===== src/sv/lkvd_pkg.sv =====
// shared types, codes and constants of the length-prefixed key/value deframer
package lkvd_pkg;

  // parse phase of the current frame
  typedef enum logic [1:0] {
    PH_LEN_HI = 2'd0,
    PH_LEN_LO = 2'd1,
    PH_BODY   = 2'd2,
    PH_DONE   = 2'd3
  } phase_e;

  // result kinds
  localparam logic [1:0] KIND_PAYLOAD = 2'd0;
  localparam logic [1:0] KIND_EMPTY   = 2'd1;
  localparam logic [1:0] KIND_STATUS  = 2'd2;

  // frame status codes
  localparam logic [1:0] ST_OK    = 2'd0;
  localparam logic [1:0] ST_TRUNC = 2'd1;
  localparam logic [1:0] ST_TRAIL = 2'd2;

  // register map
  localparam int unsigned PADDR_W = 3;
  localparam logic [PADDR_W-3:0] REG_TWO_STRINGS = '0;
  localparam logic TWO_STRINGS_RESET = 1'b1;

  // result queue depth default
  localparam int unsigned OUTQ_DEPTH_DEF = 4;

  // parser state carried from item to item
  typedef struct packed {
    phase_e      phase;
    logic        str_idx;
    logic [15:0] bytes_left;
    logic [7:0]  len_hi;
    logic        extra;
  } dfr_state_t;

  // one result item
  typedef struct packed {
    logic [1:0] kind;
    logic       which_string;
    logic [7:0] payload;
    logic       string_done;
    logic [1:0] status;
    logic       run_last;
  } result_t;

  // step outputs toward the result queue
  typedef struct packed {
    logic    vld0;
    result_t res0;
    logic    vld1;
    result_t res1;
  } step_out_t;

endpackage


===== src/sv/lkvd_step.sv =====
// per-byte parse step: next state and up to two results
module lkvd_step import lkvd_pkg::*; (
  input  dfr_state_t state_i,
  input  logic [7:0] data_byte_i,
  input  logic       frame_end_i,
  input  logic       two_strings_i,
  output dfr_state_t state_o,
  output step_out_t  step_o
);

  dfr_state_t  mid;
  logic [15:0] len;
  logic [15:0] dec;
  logic        fin;
  logic [1:0]  st;

  always_comb begin
    mid          = state_i;
    len          = {state_i.len_hi, data_byte_i};
    dec          = state_i.bytes_left - 16'd1;
    fin          = 1'b0;
    step_o       = '0;
    step_o.res0.which_string = state_i.str_idx;

    // phase-specific work
    case (state_i.phase)
      PH_LEN_HI: begin
        mid.len_hi = data_byte_i;
        mid.phase  = PH_LEN_LO;
      end
      PH_LEN_LO: begin
        if (len == 16'd0) begin
          step_o.vld0             = 1'b1;
          step_o.res0.kind        = KIND_EMPTY;
          step_o.res0.string_done = 1'b1;
          fin                     = 1'b1;
        end else begin
          mid.bytes_left = len;
          mid.phase      = PH_BODY;
        end
      end
      PH_BODY: begin
        if (state_i.bytes_left == 16'd0) begin
          mid.phase = PH_DONE;
          mid.extra = 1'b1;
        end else begin
          mid.bytes_left          = dec;
          step_o.vld0             = 1'b1;
          step_o.res0.kind        = KIND_PAYLOAD;
          step_o.res0.payload     = data_byte_i;
          step_o.res0.string_done = (dec == 16'd0);
          fin                     = (dec == 16'd0);
        end
      end
      default: begin
        mid.extra = 1'b1;
      end
    endcase

    // string complete: value string follows or frame is done
    if (fin) begin
      mid.bytes_left = 16'd0;
      if (!state_i.str_idx && two_strings_i) begin
        mid.str_idx = 1'b1;
        mid.phase   = PH_LEN_HI;
      end else begin
        mid.phase = PH_DONE;
      end
    end

    // frame status on the final byte
    if (mid.phase != PH_DONE) begin
      st = ST_TRUNC;
    end else if (mid.extra) begin
      st = ST_TRAIL;
    end else begin
      st = ST_OK;
    end
    step_o.res0.run_last = !frame_end_i;
    step_o.vld1          = frame_end_i;
    step_o.res1.kind     = KIND_STATUS;
    step_o.res1.status   = st;
    step_o.res1.run_last = 1'b1;

    if (frame_end_i) begin
      state_o       = '0;
      state_o.phase = PH_LEN_HI;
    end else begin
      state_o = mid;
    end
  end

endmodule


===== src/sv/lkvd_outq.sv =====
// result queue: up to two pushes and one pop per cycle
module lkvd_outq import lkvd_pkg::*; #(
  parameter int unsigned DEPTH = OUTQ_DEPTH_DEF
) (
  input  logic      clk_i,
  input  logic      rst_ni,
  input  step_out_t push_i,
  input  logic      push_en_i,
  output logic      room2_o,
  output logic      out_valid_o,
  input  logic      out_ready_i,
  output result_t   head_o
);

  localparam int unsigned PW = (DEPTH > 1) ? $clog2(DEPTH) : 1;
  localparam int unsigned CW = $clog2(DEPTH + 1);

  result_t         mem_q [DEPTH];
  logic [PW-1:0]   wr_ptr_q, wr_ptr_d, rd_ptr_q, rd_ptr_d, wr_ptr1;
  logic [CW-1:0]   cnt_q, cnt_d;
  logic            pop;
  logic [1:0]      npush;
  result_t         p0;

  function automatic logic [PW-1:0] inc(input logic [PW-1:0] p);
    inc = (p == PW'(DEPTH - 1)) ? '0 : p + PW'(1);
  endfunction

  // push selection: first valid result goes first
  always_comb begin
    p0       = push_i.vld0 ? push_i.res0 : push_i.res1;
    npush    = push_en_i ? (2'(push_i.vld0) + 2'(push_i.vld1)) : 2'd0;
    pop      = out_valid_o && out_ready_i;
    wr_ptr1  = inc(wr_ptr_q);
    wr_ptr_d = (npush == 2'd2) ? inc(wr_ptr1) : (npush == 2'd1) ? wr_ptr1 : wr_ptr_q;
    rd_ptr_d = pop ? inc(rd_ptr_q) : rd_ptr_q;
    cnt_d    = cnt_q + CW'(npush) - CW'(pop);
  end

  assign room2_o     = (cnt_q <= CW'(DEPTH - 2));
  assign out_valid_o = (cnt_q != '0);
  assign head_o      = mem_q[rd_ptr_q];

  // pointers and fill count
  always_ff @(posedge clk_i or negedge rst_ni) begin
    if (!rst_ni) begin
      wr_ptr_q <= '0;
      rd_ptr_q <= '0;
      cnt_q    <= '0;
    end else begin
      wr_ptr_q <= wr_ptr_d;
      rd_ptr_q <= rd_ptr_d;
      cnt_q    <= cnt_d;
    end
  end

  // entry storage
  always_ff @(posedge clk_i) begin
    if (npush != 2'd0) begin
      mem_q[wr_ptr_q] <= p0;
    end
    if (npush == 2'd2) begin
      mem_q[wr_ptr1] <= push_i.res1;
    end
  end

  // no push beyond free space
  a_no_overflow: assert property (@(posedge clk_i) disable iff (!rst_ni)
    (CW'(npush) <= CW'(DEPTH) - cnt_q + CW'(pop)))
    else $error("result queue overflow");

  // fill count bounded by depth
  a_cnt_bound: assert property (@(posedge clk_i) disable iff (!rst_ni)
    cnt_q <= CW'(DEPTH))
    else $error("result queue count out of range");

  // an empty or full count means the pointers are equal
  a_ptr_cnt: assert property (@(posedge clk_i) disable iff (!rst_ni)
    (cnt_q == '0 || cnt_q == CW'(DEPTH)) |-> (wr_ptr_q == rd_ptr_q))
    else $error("result queue pointers disagree with count");

endmodule


===== src/sv/length_prefixed_kv_deframer_unit.sv =====
// top level of the length-prefixed key/value deframer
//
// Input channel: one frame byte per item (data_byte_i) with frame_end_i on the
// frame's last byte, handshaked by in_valid_i / in_ready_o.
// Output channel: result items (kind, which_string, payload, string_done,
// status, run_last) handshaked by out_valid_o / out_ready_i. Each byte gives
// zero, one or two results; run_last marks the last result of a byte.
// Each accepted byte is parsed in the cycle it is accepted; its results enter
// a result queue (OUTQ_DEPTH, four by default) and are offered from the next
// cycle on. A new byte is taken every cycle while the queue has room for two
// results; the output side drains one result per cycle while out_ready_i is
// high, which sets the sustained rate for bytes that cause two results.
// Configuration: APB register two_strings at address 0 (0 key only, 1 key
// then value), write it only while the block is idle.
// Reset clears the parser to expect a key length and sets two_strings to 1;
// the result queue empties. When the receiver stalls, results stay in the
// queue and in_ready_o drops once fewer than two entries are free.
module length_prefixed_kv_deframer_unit import lkvd_pkg::*; #(
  parameter int unsigned OUTQ_DEPTH = OUTQ_DEPTH_DEF
) (
  input  logic               clk_i,
  input  logic               rst_ni,
  input  logic               psel,
  input  logic               penable,
  input  logic               pwrite,
  input  logic [PADDR_W-1:0] paddr,
  input  logic [31:0]        pwdata,
  output logic [31:0]        prdata,
  output logic               pready,
  input  logic               in_valid_i,
  output logic               in_ready_o,
  input  logic [7:0]         data_byte_i,
  input  logic               frame_end_i,
  output logic               out_valid_o,
  input  logic               out_ready_i,
  output logic [1:0]         kind_o,
  output logic               which_string_o,
  output logic [7:0]         payload_o,
  output logic               string_done_o,
  output logic [1:0]         status_o,
  output logic               run_last_o
);

  dfr_state_t state_q, state_d;
  step_out_t  step;
  result_t    head;
  logic       two_strings_q;
  logic       in_acc;
  logic       reg_hit;

  // configuration register
  assign pready  = 1'b1;
  assign reg_hit = (paddr[PADDR_W-1:2] == REG_TWO_STRINGS);
  assign prdata  = reg_hit ? {31'd0, two_strings_q} : 32'd0;

  always_ff @(posedge clk_i or negedge rst_ni) begin
    if (!rst_ni) begin
      two_strings_q <= TWO_STRINGS_RESET;
    end else if (psel && penable && pwrite && pready && reg_hit) begin
      two_strings_q <= pwdata[0];
    end
  end

  // parse step
  lkvd_step u_step (
    .state_i       (state_q),
    .data_byte_i   (data_byte_i),
    .frame_end_i   (frame_end_i),
    .two_strings_i (two_strings_q),
    .state_o       (state_d),
    .step_o        (step)
  );

  assign in_acc = in_valid_i && in_ready_o;

  // parser state register
  always_ff @(posedge clk_i or negedge rst_ni) begin
    if (!rst_ni) begin
      state_q <= '{phase: PH_LEN_HI, str_idx: 1'b0, bytes_left: 16'd0, len_hi: 8'd0,
                   extra: 1'b0};
    end else if (in_acc) begin
      state_q <= state_d;
    end
  end

  // result queue
  lkvd_outq #(
    .DEPTH (OUTQ_DEPTH)
  ) u_outq (
    .clk_i       (clk_i),
    .rst_ni      (rst_ni),
    .push_i      (step),
    .push_en_i   (in_acc),
    .room2_o     (in_ready_o),
    .out_valid_o (out_valid_o),
    .out_ready_i (out_ready_i),
    .head_o      (head)
  );

  assign kind_o         = head.kind;
  assign which_string_o = head.which_string;
  assign payload_o      = head.payload;
  assign string_done_o  = head.string_done;
  assign status_o       = head.status;
  assign run_last_o     = head.run_last;

  // frame end returns the parser to its start
  a_frame_restart: assert property (@(posedge clk_i) disable iff (!rst_ni)
    (in_acc && frame_end_i) |=>
      (state_q.phase == PH_LEN_HI && !state_q.str_idx && !state_q.extra))
    else $error("parser not cleared after frame end");

  // body phase always has bytes due
  a_body_nonzero: assert property (@(posedge clk_i) disable iff (!rst_ni)
    (state_q.phase == PH_BODY) |-> (state_q.bytes_left != 16'd0))
    else $error("body phase with no bytes due");

  // outside the body no count is held
  a_len_idle: assert property (@(posedge clk_i) disable iff (!rst_ni)
    (state_q.phase != PH_BODY) |-> (state_q.bytes_left == 16'd0))
    else $error("stale byte count outside body");

endmodule


===== config.mk =====
export PLATFORM = sky130hd
export DESIGN_NAME = length_prefixed_kv_deframer_unit
export DESIGN_NICKNAME = d
export VERILOG_FILES = /design/src/sv/lkvd_pkg.sv /design/src/sv/lkvd_step.sv /design/src/sv/lkvd_outq.sv /design/src/sv/length_prefixed_kv_deframer_unit.sv
export SDC_FILE = /design/constraint.sdc
export NUM_CORES = 1
export LEC_CHECK = 0
export ABC_AREA = 1
export BUFFER_PORTS_ARGS = -buffer_cell sky130_fd_sc_hd__buf_2
export CORE_ASPECT_RATIO = 1.5
export CORE_MARGIN = 4
export CORE_UTILIZATION = 56
export DETAILED_ROUTE_END_ITERATION = 8
export PLACE_DENSITY = 0.76
export SYNTH_ARGS = -nofsm -noshare
export SYNTH_HDL_FRONTEND = slang
export SYNTH_SLANG_ARGS = --single-unit

===== constraint.sdc =====
create_clock -name clk_i -period 2.95 [get_ports clk_i]
set_input_delay 0.295 -clock clk_i [delete_from_list [all_inputs] [get_ports clk_i]]
set_output_delay 0.295 -clock clk_i [all_outputs]
set_load 0.02 [all_outputs]

==> results of run 1 <==
-- worst max-delay path, delay by kind of cell (launching register included) --
family | cells | cell delay, ns
DFF | 1 | 0.42
and+or+nand+nor | 7 | 0.63
buffers and inverters | 4 | 0.28
adders and majority gates | 4 | 1.06
xor gates and xnor gates | 2 | 0.29
-- synthesized netlist by cell type (6+ instances only) --
master                     instances  area share (%)
sky130_fd_sc_hd__nand4_1           6            0.68
sky130_fd_sc_hd__dfrtp_1          35              16
sky130_fd_sc_hd__nand3_1          29             2.6
sky130_fd_sc_hd__ha_1             22             5.0
sky130_fd_sc_hd__dfxtp_1          52              19
sky130_fd_sc_hd__nand2_1         201              14
sky130_fd_sc_hd__o22ai_1          16             1.8
sky130_fd_sc_hd__inv_1            81             5.5
sky130_fd_sc_hd__o21ai_0         100             9.0
sky130_fd_sc_hd__o32ai_1           8             1.3
sky130_fd_sc_hd__clkbuf_1         19             1.3
sky130_fd_sc_hd__nor2_1          110             7.5
sky130_fd_sc_hd__a21oi_1          14             1.3
sky130_fd_sc_hd__buf_4            33             4.5
sky130_fd_sc_hd__edfxtp_1          8             4.3
-- per-layer routing --
metal / part of all wire (%) / vias up / track usage (%)
li1: - / 2538 / -
met1: 38 / 2392 / 28.8
met2: 54 / 158 / 47.2
met3: 4.2 / 43 / 3.98
met4: 3.9 / 0 / 12.6
met5: 0 / - / 0
-- worst max path at each step --
stage,endpoint,slack [ns],cells past startpoint,from
final,u_outq.cnt_q[2],0.17,17,state_q[9]
after floorplan,u_outq.mem_q[3][2],0.28,18,state_q[9]
after global routing,u_outq.mem_q[3][2],-0.03,18,state_q[9]
after global placement,u_outq.mem_q[3][2],0.08,17,state_q[22]
after CTS,u_outq.mem_q[3][2],0.02,18,state_q[9]
after detailed placement,u_outq.mem_q[3][2],0.02,17,state_q[22]
-- layout make-up --
class	count	area [um2]	area share, %
multi-input cells	576	2900	46.7
clock inverters	5	45.0	0.724
repair buffers	59	359	5.77
inverters	86	323	5.19
flip-flops and latches	96	2180	35.1
well taps	115	144	2.31
clock buffers	11	264	4.24
-- state kept, by name, indices dropped and copies added, names as in the netlist --
| signal | count |
|---|---|
| u_outq.cnt_q | 3 |
| two_strings_q | 1 |
| u_outq.wr_ptr_q | 2 |
| u_outq.mem_q | 60 |
| u_outq.rd_ptr_q | 2 |
| state_q | 28 |
-- through the flow --
step           area [um2]  utilization, %  instances  TNS [ns]
2_1_floorplan        5650               -        812         0
3_3_place_gp         5810            60.0        932         0
3_5_place_dp         5810            60.0        932         0
4_1_cts              6120            63.2        948         0
5_1_grt              6220            64.2        948    -0.171
6_report             6220            64.2        948         0
-- repair_timing --
| action | CTS | global route |
|---|---|---|
| setup endpoints to repair | 1 | 72 |
| pin swaps | 0 | 1 |
| hold endpoints to repair | 0 | 0 |
| gates resized for setup | 1 | 38 |
-- report_power, final --
group / switching (mW) / internal, mW / leakage (nW) / total [mW]
Clock: 0.540 / 0.662 / 0.155 / 1.20
Combinational: 2.25 / 1.19 / 1.94 / 3.44
Sequential: 0.288 / 1.66 / 0.964 / 1.95
-- cell families after synthesis --
kind of cell / after synthesis
AND/OR/NAND/NOR: 368
flip-flops: 96
AO/OA/AOI/OAI: 148
adder cells (fa/ha/maj): 23
other: 2
buffers and inverters: 140
XOR/XNOR: 5
==> Implementation_results.wiki, run 1 <==
{| class="wikitable"
! Metric !! Value
|-
| Crit-path max FO || 4
|-
| First-pass iteration count of the detailed router || 5
|-
| Post-CTS Hold Fix Bufs || 0
|-
| Number of CTS-inserted buffers || 9
|-
| Hold Fails Final Rpt || 0
|-
| Adder-Cell Fraction of Synth Area || 5.33%
|-
| Total of flip-flops plus latches after synthesis || 96
|-
| Horizontal extent of the die || 89.2 um
|-
| Number of vias after detailed routing || approximately 5100
|-
| Initial standard-cell utilization of the core || 57.2%
|-
| Clock tree skew after final layout || around 0.01 ns
|-
| Power density cells || 1060 nW/um2
|-
| Count of buffers inserted at the top-level ports || 35
|-
| Relative slew margins || 36.3%
|-
| Maximum number of buffers from clock root to sink || 2
|-
| Capturing element type of the critical path || register
|-
| Pre-CTS WS || 0.0239 ns
|-
| Lkg Pwr || 3.06 nW
|-
| Parity-gate share of the synthesized area counting xor and xnor cells || 0.790%
|-
| Post-detail-place hpwl || 10.6 mm
|-
| Worst flop-to-flop path endpoint || u_outq.cnt_q[2]
|-
| Detailed Route WL || 14.3 mm
|-
| Most common cell after layout, fill and taps aside || sky130_fd_sc_hd__nand2_1
|-
| Overall power of the completed layout || 6.59 mW
|-
| Top flip-flop cell by instance count after synthesis || sky130_fd_sc_hd__dfxtp_1
|-
| Remaining routing DRC violations || 0
|-
| Total core area || 9690 um2
|-
| Top library cells by usage in the layout, fill and taps aside || 194 x sky130_fd_sc_hd__nand2_1, 100 x sky130_fd_sc_hd__nor2_1, 96 x sky130_fd_sc_hd__o21ai_0, 75 x sky130_fd_sc_hd__inv_1, 52 x sky130_fd_sc_hd__dfxtp_1
|-
| Share of the clock period used by the worst path after layout || 94.3%
|-
| Via count of the first global-routing pass || about 5000
|-
| Worst path required time || between 3 and 4 ns
|-
| Critical Path Max Stage Delay || 0.42 ns
|-
| Mux contribution to synthesized area || 0%
|-
| GRT Util Overall || 26.0%
|-
| Final max-slew violation count || 0
|-
| R2R Setup Slk || 0.17 ns
|-
| Fraction of final layout cells sized beyond drive strength 1 || 15.6%
|-
| Synthesis-to-finish area growth || 12.3%
|-
| Crit-path slowest cell || sky130_fd_sc_hd__dfrtp_1
|-
| Antenna-violating nets left || 0
|-
| Post-layout net count || 902
|-
| DRT iter0 DRCs || around 250
|-
| Post-layout worst setup margin || 0.169 ns
|-
| Clk_lat worst skew || 0.35 ns
|-
| Drt via density || roughly 5.4
|-
| Ant. Diodes || 0
|-
| Length in cells of the worst reg-to-reg path || 17
|-
| Wire length of the first global-routing pass || 23.4 mm
|-
| Final setup violation count || 0
|-
| Antenna violations before repair || 0
|-
| Final weighted congestion of routability-driven global placement || 0.928
|-
| Area fraction in compound gates after synthesis || 14.9%
|-
| Synthesized netlist cell count || 782
|-
| Max-cap viol count || 0
|-
| Aggregate global routing overflow || 0
|-
| Area fraction in and, or, nand and nor cells after synthesis || 27.5%
|-
| Distinct cells, synth || between 40 and 50
|-
| Critical path data arrival time || 3.01 ns
|-
| Filler cell count || 880
|-
| Total Die Area || 11600 um2
|-
| Proportion of synthesized chip area in sequential cells || 39.4%
|-
| Number of enable flip-flop cells after synthesis || 8
|-
| CTS clock-pin slew for the worst setup and hold paths || 0.07 ns
|-
| Post-synthesis instance area || 5540 um2
|-
| Async set-or-reset flop fraction in the synthesized netlist || a little under two fifths
|-
| Class of the tightest hold or removal check || input port to async pin
|-
| Buffers inserted during post-CTS setup optimization || 0
|-
| Largest net degree at the start of global routing || 37
|-
| Measured slew at the worst slew-check pin || 0.955 ns
|-
| TritonCTS clock tree || done
|-
| Peak clock frequency supported by timing || 0.360 GHz
|-
| Tmin final || 2.78 ns
|-
| Sink count of the clock tree || 96
|-
| Worst VDD drop || 0.573 mV
|-
| Per-instance average area after synthesis || 7.09 um2
|-
| Synthesis Warnings || 0
|-
| Classification of the worst setup path || register to register
|-
| IO Pins || ~100
|-
| CTS root buffer || sky130_fd_sc_hd__clkbuf_16
|-
| CTS H-tree depth || 3
|-
| Status || finished clean
|-
| Critical path launch point type || register
|-
| Ordered list of cells on the worst path || inv_2 -> ha_2 -> nand2_1 -> nor2_1 -> nand2_1 -> nand2_2 -> nand2_1 -> nand2_2 -> inv_1 -> ha_1 -> nand2_2 -> inv_1 -> ha_1 -> inv_1 -> fa_1 -> xnor2_2 -> xor2_1
|-
| Vertical die dimension || 130 um
|-
| Row Count || 44
|-
| Largest family of logic cells by synthesized area || simple AND/OR/NAND/NOR gates
|-
| Min Hold Slack || between 0.06 and 0.07 ns
|-
| Final routed wire length divided by cell count || 15.0 um
|-
| Source of the worst register-to-register timing path || state_q[9]
|}
No activity file was read; power rests on OpenSTA's default activity.
==> run 2, diff against run 1 <==
--- a/config.mk
+++ b/config.mk
@@ -7,9 +7,11 @@
 export LEC_CHECK = 0
 export ABC_AREA = 1
 export BUFFER_PORTS_ARGS = -buffer_cell sky130_fd_sc_hd__buf_2
+export CELL_PAD_IN_SITES_DETAIL_PLACEMENT = 1
+export CELL_PAD_IN_SITES_GLOBAL_PLACEMENT = 1
 export CORE_ASPECT_RATIO = 1.5
 export CORE_MARGIN = 4
-export CORE_UTILIZATION = 56
+export CORE_UTILIZATION = 40
 export DETAILED_ROUTE_END_ITERATION = 8
 export PLACE_DENSITY = 0.76
 export SYNTH_ARGS = -nofsm -noshare
==> run 2 against run 1 <==
Clock-buffer cell count decreased by 1; sequential power about the same; non-clock buffer count increased by 8; utilization decreased by 18 points; highest routed layer unchanged.
==> Implementation_results.wiki, run 2 (synthesis results as in run 1) <==
{| class="wikitable"
! Metric !! Value
|-
| R2R Setup Slk || 0.11 ns
|-
| Clk_lat worst skew || 0.35 ns
|-
| Max-cap viol count || 0
|-
| Filler cell count || 1764
|-
| Most common cell after layout, fill and taps aside || sky130_fd_sc_hd__nand2_1
|-
| Total Negative Setup Slacks || 0 ns
|-
| Number of flip-flops in the largest register || 60
|-
| Clock tree skew after final layout || ~0.0097 ns
|-
| Worst VDD drop || about 0.54 mV
|-
| CTS H-tree depth || 3
|-
| Crit-path max FO || 3
|-
| Number of cells in the design after placement || 987
|-
| IO Pins || between 100 and 150
|-
| Tmin final || approximately 2.8 ns
|-
| Vertical die dimension || 152 um
|-
| CTS clock-pin slew for the worst setup and hold paths || 0.07 ns
|-
| CTS root buffer || sky130_fd_sc_hd__clkbuf_16
|-
| Share of the clock period used by the worst path after layout || between 90% and 100%
|-
| Post-Layout Cell Count || 1003
|-
| Routed wl met3 || 400 um
|-
| Final weighted congestion of routability-driven global placement || 0.925
|-
| Status || finished clean
|-
| Length in cells of the worst reg-to-reg path || 19
|-
| Peak clock frequency supported by timing || ~0.35 GHz
|-
| Final routed wire length divided by cell count || 17.0 um
|-
| Top library cells by usage in the layout, fill and taps aside || 198 x sky130_fd_sc_hd__nand2_1, 101 x sky130_fd_sc_hd__nor2_1, 96 x sky130_fd_sc_hd__o21ai_0, 77 x sky130_fd_sc_hd__inv_1, 52 x sky130_fd_sc_hd__dfxtp_1
|-
| Antenna-violating nets left || 0
|-
| Instance area at placement || 5940 um2
|-
| Horizontal extent of the die || about 100 um
|-
| Final setup violation count || 0
|-
| Fraction of final layout cells sized beyond drive strength 1 || 15.7%
|-
| Number of vias after detailed routing || 5213
|-
| Critical path launch point type || register
|-
| Aggregate global routing overflow || 0
|-
| TritonCTS clock tree || done
|-
| Antenna violations before repair || 0
|-
| Row Count || 52
|-
| Source of the worst register-to-register timing path || state_q[10]
|-
| Total core area || 13500 um2
|-
| Critical Path Max Stage Delay || 0.39 ns
|-
| Sink count of the clock tree || 96
|-
| Initial standard-cell utilization of the core || 40.9%
|-
| Lkg Pwr || 3.10 nW
|-
| Class of the tightest hold or removal check || input port to async pin
|-
| Remaining routing DRC violations || 0
|-
| Total Die Area || 15800 um2
|-
| Crit-path leading delay family || simple AND/OR/NAND/NOR gates
|-
| Post-detail-place hpwl || between 10 and 15 mm
|-
| Sequential cell area in the final layout || 2180 um2
|-
| Detailed Route WL || 17.0 mm
|-
| Cell mode on critical path || sky130_fd_sc_hd__nand2_1
|-
| Relative slew margins || 41.2%
|-
| Number of CTS-inserted buffers || 9
|-
| Count of buffers inserted at the top-level ports || 35
|-
| Post-layout net count || 910
|-
| Post-route design area || 6320 um2
|-
| Worst flop-to-flop path endpoint || u_outq.mem_q[2][1]
|-
| DRT iter0 DRCs || 218
|-
| Ant. Diodes || 0
|-
| Capturing element type of the critical path || register
|-
| Area of combinational cells with multiple inputs || 2880 um2
|-
| Maximum number of buffers from clock root to sink || 2
|-
| Drt via density || 5.20
|-
| Crit-path slowest cell || sky130_fd_sc_hd__dfrtp_1
|-
| Setup repair after global routing missed its margin || true
|-
| Measured slew at the worst slew-check pin || 0.883 ns
|-
| Critical path buffer and inverter count || 5
|-
| Wire length of the first global-routing pass || about 28 mm
|-
| Overall power of the completed layout || 6.77 mW
|-
| Power density cells || 1070 nW/um2
|-
| Via count of the first global-routing pass || ~5600
|-
| Ordered list of cells on the worst path || inv_1 -> ha_2 -> nand2_1 -> nor2_1 -> nand2_1 -> nand2_1 -> nand2_1 -> nand2_1 -> inv_1 -> ha_1 -> nand2_1 -> ha_2 -> inv_1 -> nand2_2 -> inv_1 -> nor2_2 -> inv_1 -> o21ai_2 -> a21oi_1
|-
| Synthesis-to-finish area growth || 14.0%
|-
| Hold Fails Final Rpt || 0
|-
| GRT Util Overall || around 22%
|-
| Top register by number of flip-flops || u_outq.mem_q
|-
| Critical path data arrival time || around 3 ns
|-
| Registers with the highest flip-flop counts || u_outq.mem_q (60), state_q (28), u_outq.cnt_q (3)
|-
| Classification of the worst setup path || register to register
|-
| Wire length on met1 || 6.32 mm
|-
| Worst path required time || between 3 and 4 ns
|-
| Post-CTS Hold Fix Bufs || 0
|-
| Top routing layer used || met4
|-
| First-pass iteration count of the detailed router || 4
|-
| Final max-slew violation count || 0
|-
| Largest net degree at the start of global routing || 37
|-
| Total length of routed met2 wires || 9.74 mm
|}
-- run 2: cell types whose count changed in the layout (fill, tap and decap cells not counted), sizes merged --
cell and delta:
inv +2, buf +8, clkinv -1, clkbuf -1
-- run 2: stage by stage --
step	setup WS, ns	hold slack (ns)	utilization, %
after CTS	0.00489	0.0973	46.2
after floorplan	0.280	-0.000591	-
after detailed placement	-0.0686	0.442	43.9
after global placement	0.0596	0.434	43.9
after global routing	-0.0351	0.133	46.7
final	0.110	0.0641	46.7
-- run 2: how the worst max path moves through the flow --
stage                   startpoint                   to  depth (start not counted)
finish                 state_q[10]   u_outq.mem_q[2][1]                         19
global route            state_q[9]   u_outq.mem_q[0][2]                         16
CTS                    state_q[22]  u_outq.mem_q[0][13]                         16
detailed placement  data_byte_i[5]   u_outq.mem_q[0][2]                         18
global placement    data_byte_i[5]   u_outq.mem_q[2][2]                         18
floorplan               state_q[9]   u_outq.mem_q[3][2]                         18
-- run 2: layout make-up --
cell class | instances | area share, %
Multi-Input combinational cell | 576 | 45.5
Sequential cell | 96 | 34.6
Timing Repair Buffer | 67 | 6.77
Inverter | 86 | 5.11
Clock buffer | 10 | 3.96
Tap cell | 162 | 3.21
Clock inverter | 6 | 0.832
-- run 2: where the power goes --
group	leakage (nW)	switching [mW]	internal, mW
sequential	0.964	0.315	1.66
combinational	1.99	2.35	1.23
clock	0.151	0.568	0.642
-- run 2: repair_timing --
| action | CTS | global route |
|---|---|---|
| pin swaps | 0 | 1 |
| buffers inserted | 0 | 0 |
| endpoints found under the setup margin | 4 | 64 |
| resized for setup | 3 | 27 |
-- run 2: routing by layer --
metal / global-route usage, % / vias up
met4: 8.62 / 0
met3: 2.46 / 41
met2: 43.9 / 84
met1: 22.0 / 2535
li1: - / 2553
met5: 0 / -
